===== src/hdl/pbve_pkg.sv =====
`default_nettype none

package pbve_pkg;

    // Storage limits of the row stores and the row counter.
    localparam int MAX_WIDTH  = 4096;
    localparam int MAX_HEIGHT = 4096;

    localparam int COL_W   = $clog2(MAX_WIDTH);
    localparam int ROW_W   = $clog2(MAX_HEIGHT + 1);
    localparam int ROWM_W  = $clog2(MAX_HEIGHT);
    localparam int SIZE_W  = 13;
    localparam int COLOR_W = 32;
    localparam int COORD_W = 14;
    localparam int KIND_W  = 2;

    localparam int IN_TDATA_W  = ((COLOR_W + 7) / 8) * 8;
    localparam int OUT_TDATA_W = ((2 * COORD_W + 7) / 8) * 8;

    // Configuration register indexes.
    localparam int CFG_IDX_W = 2;
    localparam logic [CFG_IDX_W-1:0] CFG_IMAGE_WIDTH      = 2'd0;
    localparam logic [CFG_IDX_W-1:0] CFG_IMAGE_HEIGHT     = 2'd1;
    localparam logic [CFG_IDX_W-1:0] CFG_BACKGROUND_COLOR = 2'd2;

    localparam logic [SIZE_W-1:0]  RST_IMAGE_WIDTH  = SIZE_W'(4096);
    localparam logic [SIZE_W-1:0]  RST_IMAGE_HEIGHT = SIZE_W'(4096);
    localparam logic [COLOR_W-1:0] RST_BACKGROUND   = 32'hFFFF_FFFF;

    // Vertex kinds as seen on the output.
    localparam logic [KIND_W-1:0] KIND_H = 2'd0;
    localparam logic [KIND_W-1:0] KIND_V = 2'd1;
    localparam logic [KIND_W-1:0] KIND_C = 2'd2;

    // One bit per candidate vertex of a pixel, in output order.
    localparam int NUM_VTX   = 8;
    localparam int VTX_IDX_W = $clog2(NUM_VTX);
    localparam logic [VTX_IDX_W-1:0] VTX_TOP    = 3'd0;
    localparam logic [VTX_IDX_W-1:0] VTX_BOTTOM = 3'd1;
    localparam logic [VTX_IDX_W-1:0] VTX_LEFT   = 3'd2;
    localparam logic [VTX_IDX_W-1:0] VTX_RIGHT  = 3'd3;
    localparam logic [VTX_IDX_W-1:0] VTX_TL     = 3'd4;
    localparam logic [VTX_IDX_W-1:0] VTX_TR     = 3'd5;
    localparam logic [VTX_IDX_W-1:0] VTX_BL     = 3'd6;
    localparam logic [VTX_IDX_W-1:0] VTX_BR     = 3'd7;

    localparam int QUEUE_DEPTH = 4;

    typedef struct packed {
        logic [SIZE_W-1:0]  image_width;
        logic [SIZE_W-1:0]  image_height;
        logic [COLOR_W-1:0] background_color;
    } t_cfg;

    // One pixel that produces at least one vertex.
    typedef struct packed {
        logic [COL_W-1:0]   col;
        logic [ROWM_W-1:0]  row;
        logic [NUM_VTX-1:0] mask;
    } t_job;

    // Clamp a size register to 1..maxv.
    function automatic logic [SIZE_W-1:0] eff_size(input logic [SIZE_W-1:0] v,
                                                   input int unsigned maxv);
        if (v == '0) begin
            return SIZE_W'(1);
        end
        if (32'(v) > maxv) begin
            return SIZE_W'(maxv);
        end
        return v;
    endfunction

endpackage

`default_nettype wire


===== src/hdl/pbve_queue.sv =====
`default_nettype none

module pbve_queue import pbve_pkg::*; (
    input  logic i_clk,
    input  logic i_rst_n,
    input  logic i_push,
    input  t_job i_job,
    output logic o_full,
    input  logic i_pop,
    output logic o_valid,
    output t_job o_head
);

    localparam int PTR_W = $clog2(QUEUE_DEPTH);
    localparam int CNT_W = $clog2(QUEUE_DEPTH + 1);

    t_job             r_mem [QUEUE_DEPTH];
    logic [PTR_W-1:0] r_wr, r_rd;
    logic [CNT_W-1:0] r_cnt, n_cnt;

    assign o_full  = r_cnt == CNT_W'(QUEUE_DEPTH);
    assign o_valid = r_cnt != '0;
    assign o_head  = r_mem[r_rd];

    always_comb begin
        n_cnt = r_cnt;
        if (i_push && !i_pop) begin
            n_cnt = r_cnt + CNT_W'(1);
        end else if (!i_push && i_pop) begin
            n_cnt = r_cnt - CNT_W'(1);
        end
    end

    always_ff @(posedge i_clk) begin
        if (i_push) begin
            r_mem[r_wr] <= i_job;
        end
    end

    always_ff @(posedge i_clk) begin
        if (!i_rst_n) begin
            r_wr  <= '0;
            r_rd  <= '0;
            r_cnt <= '0;
        end else begin
            r_cnt <= n_cnt;
            if (i_push) begin
                r_wr <= r_wr + PTR_W'(1);
            end
            if (i_pop) begin
                r_rd <= r_rd + PTR_W'(1);
            end
        end
    end

    a_no_push_when_full: assert property (@(posedge i_clk) disable iff (!i_rst_n)
        !(i_push && o_full))
        else $error("queue pushed while full");

    a_no_pop_when_empty: assert property (@(posedge i_clk) disable iff (!i_rst_n)
        !(i_pop && !o_valid))
        else $error("queue popped while empty");

endmodule

`default_nettype wire


===== config.mk =====
export PLATFORM = sky130hd
export DESIGN_NAME = pbve_queue
export DESIGN_NICKNAME = d
export VERILOG_FILES = /design/src/hdl/pbve_pkg.sv /design/src/hdl/pbve_queue.sv
export SDC_FILE = /design/constraint.sdc
export NUM_CORES = 1
export LEC_CHECK = 0
export BUFFER_PORTS_ARGS = -buffer_cell sky130_fd_sc_hd__buf_2
export CAP_MARGIN = 20
export CELL_PAD_IN_SITES_DETAIL_PLACEMENT = 0
export CELL_PAD_IN_SITES_GLOBAL_PLACEMENT = 1
export CORE_ASPECT_RATIO = 2
export CORE_MARGIN = 1.5
export CORE_UTILIZATION = 39
export DETAILED_ROUTE_END_ITERATION = 12
export PLACE_DENSITY = 0.7
export REMOVE_ABC_BUFFERS = 1
export SYNTH_ARGS = -nofsm -noshare
export SYNTH_HDL_FRONTEND = slang
export SYNTH_SLANG_ARGS = --single-unit
export TNS_END_PERCENT = 30

===== constraint.sdc =====
create_clock -name i_clk -period 3.2 [get_ports i_clk]
set_clock_uncertainty 0.2 [all_clocks]
set_input_delay 0.16 -clock i_clk [delete_from_list [all_inputs] [get_ports i_clk]]
set_output_delay 0.16 -clock i_clk [all_outputs]
set_load 0.02 [all_outputs]

==> flow_metrics.tcl <==
set metrics [dict create \
    root_buffer_selected_by_cts "clkbuf_16" \
    grt.total_usage_pct 13.5 \
    cp_max_fo 18 \
    clkLatencyLatePin_ps 450 \
    die_y_microns 165 \
    min_path_type "input pin to flop" \
    die_x_microns 83.9 \
    clk_pin_slew_ps 50 \
    maxCapViolations 0 \
    crit_path_end_kind "primary output" \
    outcome "complete, no violations" \
    clk_path_buf_depth 3 \
    cts_setup_buffers 0 \
    cp_cell_sequence "buf_12, mux4_2, buf_2" \
    timing.hold.worst_path_depth 2 \
    synthSimpleGateAreaFrac_pct 1.81 \
    drv_slew 0 \
    design.die.area_sq_um 13800 \
    report.final.hold_viol_count 0 \
    place.detailed.hpwl_mm 5.34 \
    antenna_left 0 \
    power_frac_clock_pct 45.7 \
    synth_to_layout_area_growth_pct 29.7 \
    fmax_ghz 0.398 \
    synth_largest_type_area_fraction_pct 75.3 \
    intPower_mw 3.73 \
    floorplan.initialDensity_pct 39.5 \
    finalCritPeriodShare_pct 78.4 \
    global_route_congestion_overflow_total 0 \
    grt_pass1_wl_mm 13.8 \
    grt_pass1_vias 2696 \
    number_of_antenna_violations_at_the_first_check_in_global_routing 0 \
    cp_data_arrival_time_ps 2150 \
    io_pins 70 \
    buffer_ports.inserted 69 \
    setup_viol 0 \
    main_combinational_cell_family_by_area_after_synthesis "multiplexers" \
    comb_power_share_pct 9.5 \
    htree_num_levels 4 \
    netlist_instances 210 \
    synth.ff_latch_count 137 \
    drt_pass1_iterations 4 \
    detail_route.vias_per_cell 4.96 \
    synth_edf_count 128 \
    synthesized_area_sq_um 5100 \
    power_per_cell_area_nw_per_um2 713 \
    utilization_pct 51.3 \
    post_synthesis_mux_area_share_pct 14.7 \
    grt_start_max_net_pins 33 \
    yosys_warnings 0 \
    fin_tns_setup_ps 0 \
    coreArea_sq_um 12900 \
    cts_tree "yes" \
    synth.top_cells.by_area "edfxtp_1 (75%), mux4_2 (13%), dfxtp_1 (3.5%), ha_1 (1.2%), buf_12 (1.2%)" \
    net-switching-power_mw 0.987 \
    synth-compound-area-share_pct 0.245 \
    vias 2446 \
    ys_seq_area_share_pct 78.8 \
    core.rowCount 59 \
    p_sw_share_pct 20.9 \
    post_synth_fa_ha_maj_area_fraction_pct 1.62 \
    irDropWorstVdd_v 0.000322 \
    worstMarginPinSlew_ps 916 \
    finalWirelength_mm 8.89 \
    cts_inserted_buffers 25 \
    power.share.sequential_pct 44.8 \
    crit_path_max_incr_delay_ps 690 \
    diodes 0 \
    critical_path_required_ps 2840 \
    yosysMostFrequentCell "edfxtp_1" \
    yosysUniqueCellTypes 20 \
    critPathKind "flop to primary output" \
    yosys.area.top_type "edfxtp_1" \
    nets 378 \
    crit_path_top_delay_cell "dfxtp_2" \
    leakage_nw 2.34 \
    worstRegToRegCells 3 \
    unrepaired_setup_endpoints_after_global_routing "false" \
    async_reset_ff_share_pct 0 \
    wl_per_cell_microns 18.0 \
    netlist_top_cells_count "edfxtp_1 (128), mux4_2 (30), and2_1 (9), dfxtp_1 (9), ha_1 (5)" \
    initialDrtViolationCount 111 \
    post_synth_xor_area_fraction_pct 0.858 \
    layout-drive-gt1-share_pct 39.3 \
    numClockSinks 137 \
    worst_setup_path_start_kind "flop" \
    detail_route.drc_violations 0 \
    final_critical_path_required_period_ps 2510 \
    synth_area_per_cell_sq_um 24.3 \
    postSynth.topFlopCell "edfxtp_1" \
    max-slew-margin-rel_pct 38.9 \
    globalplace.congestion 0.689 \
]
critical path: cells and delay by family, from the launching register on:
kind                   cells  cell delay (ps)
flip-flops                 1              690
multiplexers               1              540
buffers and inverters      2              450
per-stage QoR:
step / instance area [sq um] / cells / setup slack [ps] / power [mW] / hold slack, ps
after CTS: 6620 / 493 / 612 / 4.77 / 246
final: 6620 / 493 / 690 / 4.72 / 258
after floorplan: 5020 / 203 / 600 / 2.40 / 58.9
after detailed placement: 5580 / 425 / 1100 / 2.57 / 178
after global routing: 6620 / 493 / 538 / 4.89 / 253
after global placement: 5580 / 425 / 1090 / 2.56 / 172
area by class of cell:
type | instances | area, sq um
Sequential cell | 137 | 4030
Clock buffer | 26 | 629
Inverter | 4 | 15.0
Fill cell | 1038 | 6300
Tap cell | 152 | 190
Clock inverter | 6 | 51.3
Timing Repair Buffer | 106 | 726
Multi-Input combinational cell | 62 | 985
power groups by stage:
stage               logic, mW  clock network [mW]  registers, mW
detailed placement      0.422                   0           2.15
global route            0.485                2.29           2.12
CTS                     0.460                2.20           2.12
floorplan               0.264                   0           2.14
finish                  0.448                2.16           2.11
global placement        0.419                   0           2.14
cell usage in the layout (no fill, tap or decap):
cell           Yosys  final
edfxtp_1         128    128
buf_2              3     69
dlygate4sd3_1      0     36
mux4_2            30     30
clkbuf_16          0     25
dfxtp_1            9      7
and2_1             9      5
ha_1               5      5
inv_1              4      4
and2_2             0      4
xor2_1             3      3
clkinv_1           0      3
mux4_1             2      2
or3_1              2      2
xnor2_1            2      2
mux2i_1            2      2
nor2b_1            2      2
dfxtp_2            0      2
clkinv_2           0      2
nor3b_1            1      1
nand2_1            1      1
o21ai_0            1      1
a21boi_0           1      1
fa_1               1      1
bufinv_16          0      1
clkbuf_1           0      1
buf_12             3      1
routing by layer:
metal  routed length (microns)  vias to the layer above  global-route usage, %
li1                          -                     1122                      -
met1                      3290                     1247                   14.4
met2                      4970                       59                   23.7
met3                       419                       18                   4.25
met4                       206                        0                   6.93
met5                         0                        -                      0
path summary, 6_finish.rpt:
path              slack [ps]       from           end
setup / recovery         690       flop    o_head[19]
hold / removal           260  i_job[19]  r_mem[1][19]
setup reg to reg        1290    r_wr[0]  r_mem[2][16]
hold reg to reg          340   r_cnt[2]      r_cnt[2]
logic make-up (layout without fill, tap and decap cells):
group / Yosys count / after routing
AO/OA/AOI/OAI: 2 / 2
flip-flops: 137 / 137
AND/OR/NAND/NOR: 15 / 15
multiplexers: 34 / 34
XOR/XNOR: 5 / 5
adder cells (fa/ha/maj): 6 / 6
buffers and inverters: 11 / 142
registers in the layout, summed over array words and instances, names as in the netlist, named ones only:
name   count
r_mem    128
r_cnt      3
r_rd       2
r_wr       2
repair_timing:
action                                 CTS  global route
hold buffers                            36             0
resized for setup                        0             0
endpoints found under the hold margin  137             0
Note: power is estimated with default switching activity, not from simulation.
