<file path="config.mk">
export PLATFORM = sky130hd
export DESIGN_NAME = pbve_back
export DESIGN_NICKNAME = d
export VERILOG_FILES = /design/src/hdl/pbve_pkg.sv /design/src/hdl/pbve_back.sv
export SDC_FILE = /design/constraint.sdc
export NUM_CORES = 1
export LEC_CHECK = 0
export BUFFER_PORTS_ARGS = -buffer_cell sky130_fd_sc_hd__clkbuf_2
export CAP_MARGIN = 0
export CORE_ASPECT_RATIO = 1.25
export CORE_MARGIN = 2
export CORE_UTILIZATION = 45
export CTS_CLUSTER_DIAMETER = 60
export DETAILED_ROUTE_END_ITERATION = 12
export PLACE_DENSITY = 0.66
export SLEW_MARGIN = 10
export SYNTH_ARGS = -nofsm -noshare
export SYNTH_HDL_FRONTEND = slang
export SYNTH_SLANG_ARGS = --single-unit
</file>
<file path="constraint.sdc">
create_clock -name i_clk -period 4.2 [get_ports i_clk]
set_input_delay 0.63 -clock i_clk [delete_from_list [all_inputs] [get_ports i_clk]]
set_output_delay 0.63 -clock i_clk [all_outputs]
set_load 0.05 [all_outputs]
</file>
<file path="src/hdl/pbve_pkg.sv">
`default_nettype none

package pbve_pkg;

    // Storage limits of the row stores and the row counter.
    localparam int MAX_WIDTH  = 4096;
    localparam int MAX_HEIGHT = 4096;

    localparam int COL_W   = $clog2(MAX_WIDTH);
    localparam int ROW_W   = $clog2(MAX_HEIGHT + 1);
    localparam int ROWM_W  = $clog2(MAX_HEIGHT);
    localparam int SIZE_W  = 13;
    localparam int COLOR_W = 32;
    localparam int COORD_W = 14;
    localparam int KIND_W  = 2;

    localparam int IN_TDATA_W  = ((COLOR_W + 7) / 8) * 8;
    localparam int OUT_TDATA_W = ((2 * COORD_W + 7) / 8) * 8;

    // Configuration register indexes.
    localparam int CFG_IDX_W = 2;
    localparam logic [CFG_IDX_W-1:0] CFG_IMAGE_WIDTH      = 2'd0;
    localparam logic [CFG_IDX_W-1:0] CFG_IMAGE_HEIGHT     = 2'd1;
    localparam logic [CFG_IDX_W-1:0] CFG_BACKGROUND_COLOR = 2'd2;

    localparam logic [SIZE_W-1:0]  RST_IMAGE_WIDTH  = SIZE_W'(4096);
    localparam logic [SIZE_W-1:0]  RST_IMAGE_HEIGHT = SIZE_W'(4096);
    localparam logic [COLOR_W-1:0] RST_BACKGROUND   = 32'hFFFF_FFFF;

    // Vertex kinds as seen on the output.
    localparam logic [KIND_W-1:0] KIND_H = 2'd0;
    localparam logic [KIND_W-1:0] KIND_V = 2'd1;
    localparam logic [KIND_W-1:0] KIND_C = 2'd2;

    // One bit per candidate vertex of a pixel, in output order.
    localparam int NUM_VTX   = 8;
    localparam int VTX_IDX_W = $clog2(NUM_VTX);
    localparam logic [VTX_IDX_W-1:0] VTX_TOP    = 3'd0;
    localparam logic [VTX_IDX_W-1:0] VTX_BOTTOM = 3'd1;
    localparam logic [VTX_IDX_W-1:0] VTX_LEFT   = 3'd2;
    localparam logic [VTX_IDX_W-1:0] VTX_RIGHT  = 3'd3;
    localparam logic [VTX_IDX_W-1:0] VTX_TL     = 3'd4;
    localparam logic [VTX_IDX_W-1:0] VTX_TR     = 3'd5;
    localparam logic [VTX_IDX_W-1:0] VTX_BL     = 3'd6;
    localparam logic [VTX_IDX_W-1:0] VTX_BR     = 3'd7;

    localparam int QUEUE_DEPTH = 4;

    typedef struct packed {
        logic [SIZE_W-1:0]  image_width;
        logic [SIZE_W-1:0]  image_height;
        logic [COLOR_W-1:0] background_color;
    } t_cfg;

    // One pixel that produces at least one vertex.
    typedef struct packed {
        logic [COL_W-1:0]   col;
        logic [ROWM_W-1:0]  row;
        logic [NUM_VTX-1:0] mask;
    } t_job;

    // Clamp a size register to 1..maxv.
    function automatic logic [SIZE_W-1:0] eff_size(input logic [SIZE_W-1:0] v,
                                                   input int unsigned maxv);
        if (v == '0) begin
            return SIZE_W'(1);
        end
        if (32'(v) > maxv) begin
            return SIZE_W'(maxv);
        end
        return v;
    endfunction

endpackage

`default_nettype wire

</file>
<file path="src/hdl/pbve_back.sv">
`default_nettype none

module pbve_back import pbve_pkg::*; (
    input  logic               i_clk,
    input  logic               i_rst_n,
    input  logic               i_head_valid,
    input  t_job               i_head,
    output logic               o_pop,
    output logic               o_valid,
    input  logic               i_ready,
    output logic [COORD_W-1:0] o_x,
    output logic [COORD_W-1:0] o_y,
    output logic [KIND_W-1:0]  o_kind,
    output logic               o_last
);

    logic                 r_busy;
    logic [COL_W-1:0]     r_col;
    logic [ROWM_W-1:0]    r_row;
    logic [NUM_VTX-1:0]   r_mask;

    logic                 r_out_valid;
    logic [COORD_W-1:0]   r_x, r_y;
    logic [KIND_W-1:0]    r_kind;
    logic                 r_last;

    logic                 out_adv, emit, load;
    logic [VTX_IDX_W-1:0] idx;
    logic [NUM_VTX-1:0]   rest;
    logic [1:0]           dx, dy;
    logic [KIND_W-1:0]    kind;

    // Lowest pending vertex of the current pixel.
    always_comb begin
        idx = '0;
        for (int i = NUM_VTX - 1; i >= 0; i--) begin
            if (r_mask[i]) begin
                idx = VTX_IDX_W'(i);
            end
        end
        rest = r_mask & ~(NUM_VTX'(1) << idx);
    end

    always_comb begin
        unique case (idx)
            VTX_TOP:    begin dx = 2'd1; dy = 2'd0; kind = KIND_H; end
            VTX_BOTTOM: begin dx = 2'd1; dy = 2'd2; kind = KIND_H; end
            VTX_LEFT:   begin dx = 2'd0; dy = 2'd1; kind = KIND_V; end
            VTX_RIGHT:  begin dx = 2'd2; dy = 2'd1; kind = KIND_V; end
            VTX_TL:     begin dx = 2'd0; dy = 2'd0; kind = KIND_C; end
            VTX_TR:     begin dx = 2'd2; dy = 2'd0; kind = KIND_C; end
            VTX_BL:     begin dx = 2'd0; dy = 2'd2; kind = KIND_C; end
            VTX_BR:     begin dx = 2'd2; dy = 2'd2; kind = KIND_C; end
        endcase
    end

    assign out_adv = !r_out_valid || i_ready;
    assign emit    = out_adv && r_busy;
    assign load    = i_head_valid && (!r_busy || (emit && (rest == '0)));
    assign o_pop   = load;

    always_ff @(posedge i_clk) begin
        if (load) begin
            r_col  <= i_head.col;
            r_row  <= i_head.row;
            r_mask <= i_head.mask;
        end else if (emit) begin
            r_mask <= rest;
        end
        if (emit) begin
            r_x    <= COORD_W'({r_col, 1'b0}) + COORD_W'(dx);
            r_y    <= COORD_W'({r_row, 1'b0}) + COORD_W'(dy);
            r_kind <= kind;
            r_last <= rest == '0;
        end
    end

    always_ff @(posedge i_clk) begin
        if (!i_rst_n) begin
            r_busy      <= 1'b0;
            r_out_valid <= 1'b0;
        end else begin
            if (load) begin
                r_busy <= 1'b1;
            end else if (emit && (rest == '0)) begin
                r_busy <= 1'b0;
            end
            if (emit) begin
                r_out_valid <= 1'b1;
            end else if (i_ready) begin
                r_out_valid <= 1'b0;
            end
        end
    end

    assign o_valid = r_out_valid;
    assign o_x     = r_x;
    assign o_y     = r_y;
    assign o_kind  = r_kind;
    assign o_last  = r_last;

    // Each kind sits on its own parity class of the doubled grid.
    a_h_parity: assert property (@(posedge i_clk) disable iff (!i_rst_n)
        (r_out_valid && (r_kind == KIND_H)) |-> (r_x[0] && !r_y[0]))
        else $error("horizontal edge off its grid class");

    a_v_parity: assert property (@(posedge i_clk) disable iff (!i_rst_n)
        (r_out_valid && (r_kind == KIND_V)) |-> (!r_x[0] && r_y[0]))
        else $error("vertical edge off its grid class");

    a_c_parity: assert property (@(posedge i_clk) disable iff (!i_rst_n)
        (r_out_valid && (r_kind == KIND_C)) |-> (!r_x[0] && !r_y[0]))
        else $error("corner off its grid class");

endmodule

`default_nettype wire

</file>
==> reports/metrics.cfg, run 1 <==
[run_status]
outcome = finished clean

[pwr]
clock_power_share_pct = 31.9
p_leak_nw = 1.352
p_int_mw = 1.114
seq_power_share_pct = 52.6
switching_share_pct = 26.75
p_comb_share_pct = 15.5
p_per_area_nw_per_um2 = 460.4
vdd_drop_max_uv = 181.3
p_total_mw = 1.520
p_sw_mw = 0.4066

[final_layout]
nets = 300
n_antenna_cell = 0
finish.utilization_pct = 57.13
area_growth_pct = 22.63
mostFrequentLayoutCells = clkbuf_2, edfxtp_1, nand2_1, xnor2_1, and3_1
final_cell_count_no_fill = 331
drive_above_1_share_pct = 34.72
layout_commonest_cell = clkbuf_2

[placement]
dp_hpwl_um = 3496
portBuffers = 68
dp_cells = 315
gp_congestion = 0.7698

[worst_setup_path]
timing.rr.start = r_mask[1]
critPathArrivalTime_ns = 2.61
max_stage_delay_ns = 0.49
worstSetupPathType = flip-flop to primary output
r2r_cells = 6
cp_data_required_time_ns = 3.57
cp_max_fo = 8
cp_slowest_cell = edfxtp_1
endpoint = o_pop
rrSetupSlack_ns = 1.55
r2r-end = r_row[0]
startpoint_type = flip-flop
end_kind = primary output
critPathLaunch = r_mask[1]
cp_cell_sequence = or3_1 -> a2111oi_0 -> o21ai_1 -> o31ai_2 -> and2_1 -> clkbuf_2

[route]
wl_um = 4537
wl_per_cell_um = 13.71
drt-initial-drc-count = 136
drcViolationCount = 0
vias = 1625
ant_nets = 0
firstDrtPassIters = 4
via_per_inst = 4.909

[timing]
fin_crit_ns = 3.237
tightest_slew_ns = 0.7061
setup_tns_ns = 0
rsz0062_at_grt = false
min_period_over_period_pct = 77.08
clock_skew_ns = 0.006557
max_freq_ghz = 0.3089
hold_violations = 0
timing.slew.headroom_pct = 52.75
setup_viol = 0
drv_slew = 0

[clock_network]
h-tree-depth = 3
cts_setup_buffers = 0
cts_resized = 0
clk_pin_slew_ns = 0.06
cts-root-buf = clkbuf_8
clkSinkCount = 64
clk_latency_ns = 0.32
cts_tree = done
ctsLongestPathBuffers = 2
cts_buffers = 9
cts_hold_buffers = 0

[floorplanning]
coreArea_um2 = 5779
dieWidth_um = 73.19
rows = 31
start_util_pct = 46.59
die_area_um2 = 6622
io-pin-count = 69
dieHeight_um = 90.49

[min_path]
hold_path.class = input pin to flip-flop

[yosys]
ys_types = 35
synth_nets = 221
syn_avg_cell_area_um2 = 14.88
yosys_warnings = 0
ys_seq_elements = 64
synth-seq-area-share_pct = 70.63
synth_area_um2 = 2693
postSynthCellCount = 181

[global_routing]
grt_max_degree = 31
track_usage_pct = 14.95
grt_overflow_total = 0
grt_pass1_wl_um = 7376
antenna_found_initial = 0
grt_pass1_vias = 1590

[flow_run]
drv_cap = 0

[cell type report]
type                    count  area, um2
clock buffers              12      135.1
clock inverters             4      45.04
fillers                   486       2477
inverters                   2      7.507
multi-input cells         113      774.5
flip-flops and latches     64       1902
well taps                  66      82.58
repair buffers             70      355.3
[Yosys cell counts, drive strengths merged]
master	instances	area, um2
and3	11	68.82
xnor2	16	140.1
o22a	1	17.52
a21boi	1	7.510
dfxtp	2	40.04
o31ai	1	12.51
a21o	7	52.55
or3	1	6.260
o21a	2	15.01
nand2b	2	20.02
nor2	8	30.03
mux2	1	11.26
ha	4	50.05
or2	2	12.51
nand3	10	50.05
a2111oi	1	8.760
o21ai	10	50.04
nand2	16	60.06
nor3	1	5.000
o311ai	1	8.760
nor2b	3	18.77
maj3	1	10.01
inv	2	7.510
a311o	1	10.01
and2	1	6.260
a21oi	3	15.01
xor2	4	35.03
and4	2	17.52
or4	1	11.26
nor4	1	21.27
clkbuf	1	3.750
edfxtp	62	1862
buf	1	7.510
[cells by family after synthesis]
kind of cell / after synthesis / share of synthesized area (%)
multiplexers: 1 / 0.4182
AND/OR/NAND/NOR: 59 / 12.18
buffers and inverters: 4 / 0.6971
adder cells (fa/ha/maj): 5 / 2.231
flip-flops: 64 / 70.63
AO/OA/AOI/OAI: 28 / 7.342
XOR/XNOR: 20 / 6.505
[worst max-delay path: cells and delay by family (launching register included)]
family,cells,cell delay (ns)
AOI/OAI and AO/OA,3,0.89
and+or+nand+nor,2,0.63
DFF,1,0.49
buffers and inverters,1,0.28
[layer usage]
layer	global-route usage [%]	part of all wire, %	up-vias
met5	0	0	-
met4	4.630	1.2	0
met3	4.688	3.5	6
met2	26.80	57	36
met1	16.33	38	746
li1	-	-	837
[sequential cells by signal, indices dropped and copies added (netlist names)]
name / flops
o_kind: 1
o_last: 1
o_valid: 1
o_x: 14
o_y: 14
r_busy: 1
r_col: 12
r_mask: 8
r_row: 12
[worst min path at each step]
stage                from       end  slack (ns)  depth (start not counted)
2_1_floorplan      r_busy    r_busy        0.49                          2
6_report       i_head[28]  r_col[8]        0.48                          1
4_1_cts        i_head[28]  r_col[8]        0.47                          1
3_5_place_dp       r_busy    r_busy        0.53                          2
3_3_place_gp       r_busy    r_busy        0.52                          2
5_1_grt        i_head[26]  r_col[6]        0.46                          1
[stage by stage]
step / setup slack (ns) / hold WS [ns] / cell area [um2]
finish: 0.9626 / 0.4817 / 3302
detailed placement: 1.290 / 0.5316 / 3122
global route: 0.7347 / 0.4636 / 3302
CTS: 0.9320 / 0.4678 / 3302
global placement: 1.339 / 0.5241 / 3122
floorplan: 0.8994 / 0.4886 / 2693
[power by group through the flow]
stage	Combinational (mW)	Clock, mW	Sequential, mW
6_report	0.235	0.485	0.800
5_1_grt	0.256	0.526	0.808
4_1_cts	0.239	0.499	0.800
3_5_place_dp	0.238	0	0.814
3_3_place_gp	0.235	0	0.811
2_1_floorplan	0.0993	0	0.886
(Power assumes the default switching activity.)
==> run 2: changes to the inputs <==
Clock period 4.2 ns to 3.35 ns, I/O delays scaled along.
==> run 2 against run 1 <==
  * Combinational power up 27%
  * Power up 31%
  * Core utilization up 0.67 points
  * Largest cell class unchanged
  * Hold slack worse by 0.14 ns
  * Highest routed layer unchanged
  * Clock skew down 0.0021 ns
  * Cell area up 1.2%
  * Worst setup slack worse by 0.68 ns
  * Flip-flop and latch count unchanged
  * Register-to-register slack worse by 0.93 ns
  * Non-clock buffer count unchanged
  * Critical path depth unchanged
  * Cell count unchanged
==> reports/metrics.cfg, run 2 (synthesis results as in run 1) <==
[run_status]
outcome = finished clean

[min_path]
hold_path.class = input pin to flip-flop
hold_path_depth = 1
whs_endpoint = r_row[3]
hold_path.startpoint = i_head[11]

[timing]
timing.slew.headroom_pct = 51.96
fin_crit_ns = 3.068
tightest_slew_ns = 0.7180
clock_skew_ns = 0.004506
drv_slew = 0
worst_slack_ns = 0.2818
min_period_over_period_pct = 91.59
setup_tns_ns = 0
hold_violations = 0
max_freq_ghz = 0.3259
rsz0062_at_grt = false
setup_viol = 0

[final_layout]
multi_input_area_um2 = 774.5
seq_area_um2 = 1902
layout_commonest_cell = clkbuf_2
nets = 300
final_cell_count_no_fill = 331
final_area_um2 = 3341
mostFrequentLayoutCells = clkbuf_2, edfxtp_1, nand2_1, xnor2_1, and3_1
area_growth_pct = 24.07
fillers = 473
drive_above_1_share_pct = 34.34
n_antenna_cell = 0

[route]
wl_met3_um = 188
ant_nets = 0
firstDrtPassIters = 4
vias = 1648
drcViolationCount = 0
wl_met2_um = 2507
wl_per_cell_um = 13.92
maxUsedRoutingLayer = met4
via_per_inst = 4.979
met1Wirelength_um = 1721
wl_um = 4608
drt-initial-drc-count = 72

[floorplanning]
start_util_pct = 46.59
die_area_um2 = 6622
dieHeight_um = 90.49
dieWidth_um = 73.19
coreArea_um2 = 5779
rows = 31
io-pin-count = 69

[worst_setup_path]
cp_slowest_cell = edfxtp_1
end_kind = primary output
timing.rr.start = r_mask[1]
r2r-end = r_row[4]
r2r_cells = 6
cp_data_required_time_ns = 2.85
startpoint_type = flip-flop
cp_max_fo = 8
worstSetupPathType = flip-flop to primary output
critPathLaunch = r_mask[1]
cp_cell_sequence = or3_1 -> a2111oi_0 -> o21ai_1 -> o31ai_2 -> and2_1 -> buf_12
critPathArrivalTime_ns = 2.57
max_stage_delay_ns = 0.49
rrSetupSlack_ns = 0.62

[global_routing]
grt_pass1_vias = 1634
grt_pass1_wl_um = 7396
antenna_found_initial = 0
track_usage_pct = 15.36
grt_max_degree = 31
grt_overflow_total = 0

[placement]
place_ws_ns = 0.5807
portBuffers = 68
dp_cells = 315
placed_area_um2 = 3137
dp_hpwl_um = 3480
gp_congestion = 0.8532

[clock_network]
h-tree-depth = 3
cts-root-buf = clkbuf_8
cts_hold_buffers = 0
ctsLongestPathBuffers = 2
cts_setup_buffers = 0
clkSinkCount = 64
clk_latency_ns = 0.33
cts_resized = 0
clk_pin_slew_ns = 0.06
cts_buffers = 9
cts_tree = done

[pwr]
vdd_drop_max_uv = 282.4
p_per_area_nw_per_um2 = 595.5
p_leak_nw = 1.365

[flow_run]
drv_cap = 0

run 2: changes by cell type in the layout (fill, tap and decap cells not counted):
cell,before,now
clkbuf_2,68,67
bufinv_16,1,2
buf_12,0,1
clkinv_2,3,1
clkinv_1,0,1
run 2: power by group:
part / total [mW] / internal, mW / switching (mW)
logic: 0.299 / 0.0963 / 0.203
registers: 1.00 / 0.962 / 0.0403
clock network: 0.687 / 0.416 / 0.271
run 2: area by class of cell:
class | count | area share, %
clock buffer | 12 | 4.045
clock inverter | 4 | 2.060
inverter | 2 | 0.2247
multi-input combinational | 113 | 23.18
sequential | 64 | 56.93
tap | 66 | 2.472
timing repair buffer | 70 | 11.09
run 2: worst max path at each step:
stage,to,slack [ns]
floorplan,o_pop,0.18
global placement,r_row[0],0.67
detailed placement,r_row[0],0.58
CTS,o_pop,0.23
global route,o_pop,0.07
finish,o_pop,0.28
run 2: critical path: cells and delay by family, from the launching register on:
family          cells  cell delay (ns)
flops               1             0.49
simple gates        2             0.68
compound gates      3             0.91
buf+inv             1             0.15
run 2: metal layers:
| layer | GRT usage [%] | vias to the layer above |
|---|---|---|
| li1 | - | 841 |
| met1 | 16.40 | 745 |
| met2 | 25.83 | 46 |
| met3 | 3.125 | 16 |
| met4 | 11.42 | 0 |
| met5 | 0 | - |
run 2: through the flow:
step / util [%] / hold WS [ns] / total power [mW]
global placement: 54.28 / 0.5273 / 1.318
global route: 57.80 / 0.3209 / 2.076
floorplan: - / 0.4886 / 1.235
finish: 57.80 / 0.3390 / 1.989
detailed placement: 54.28 / 0.5341 / 1.324
CTS: 57.80 / 0.3190 / 2.015
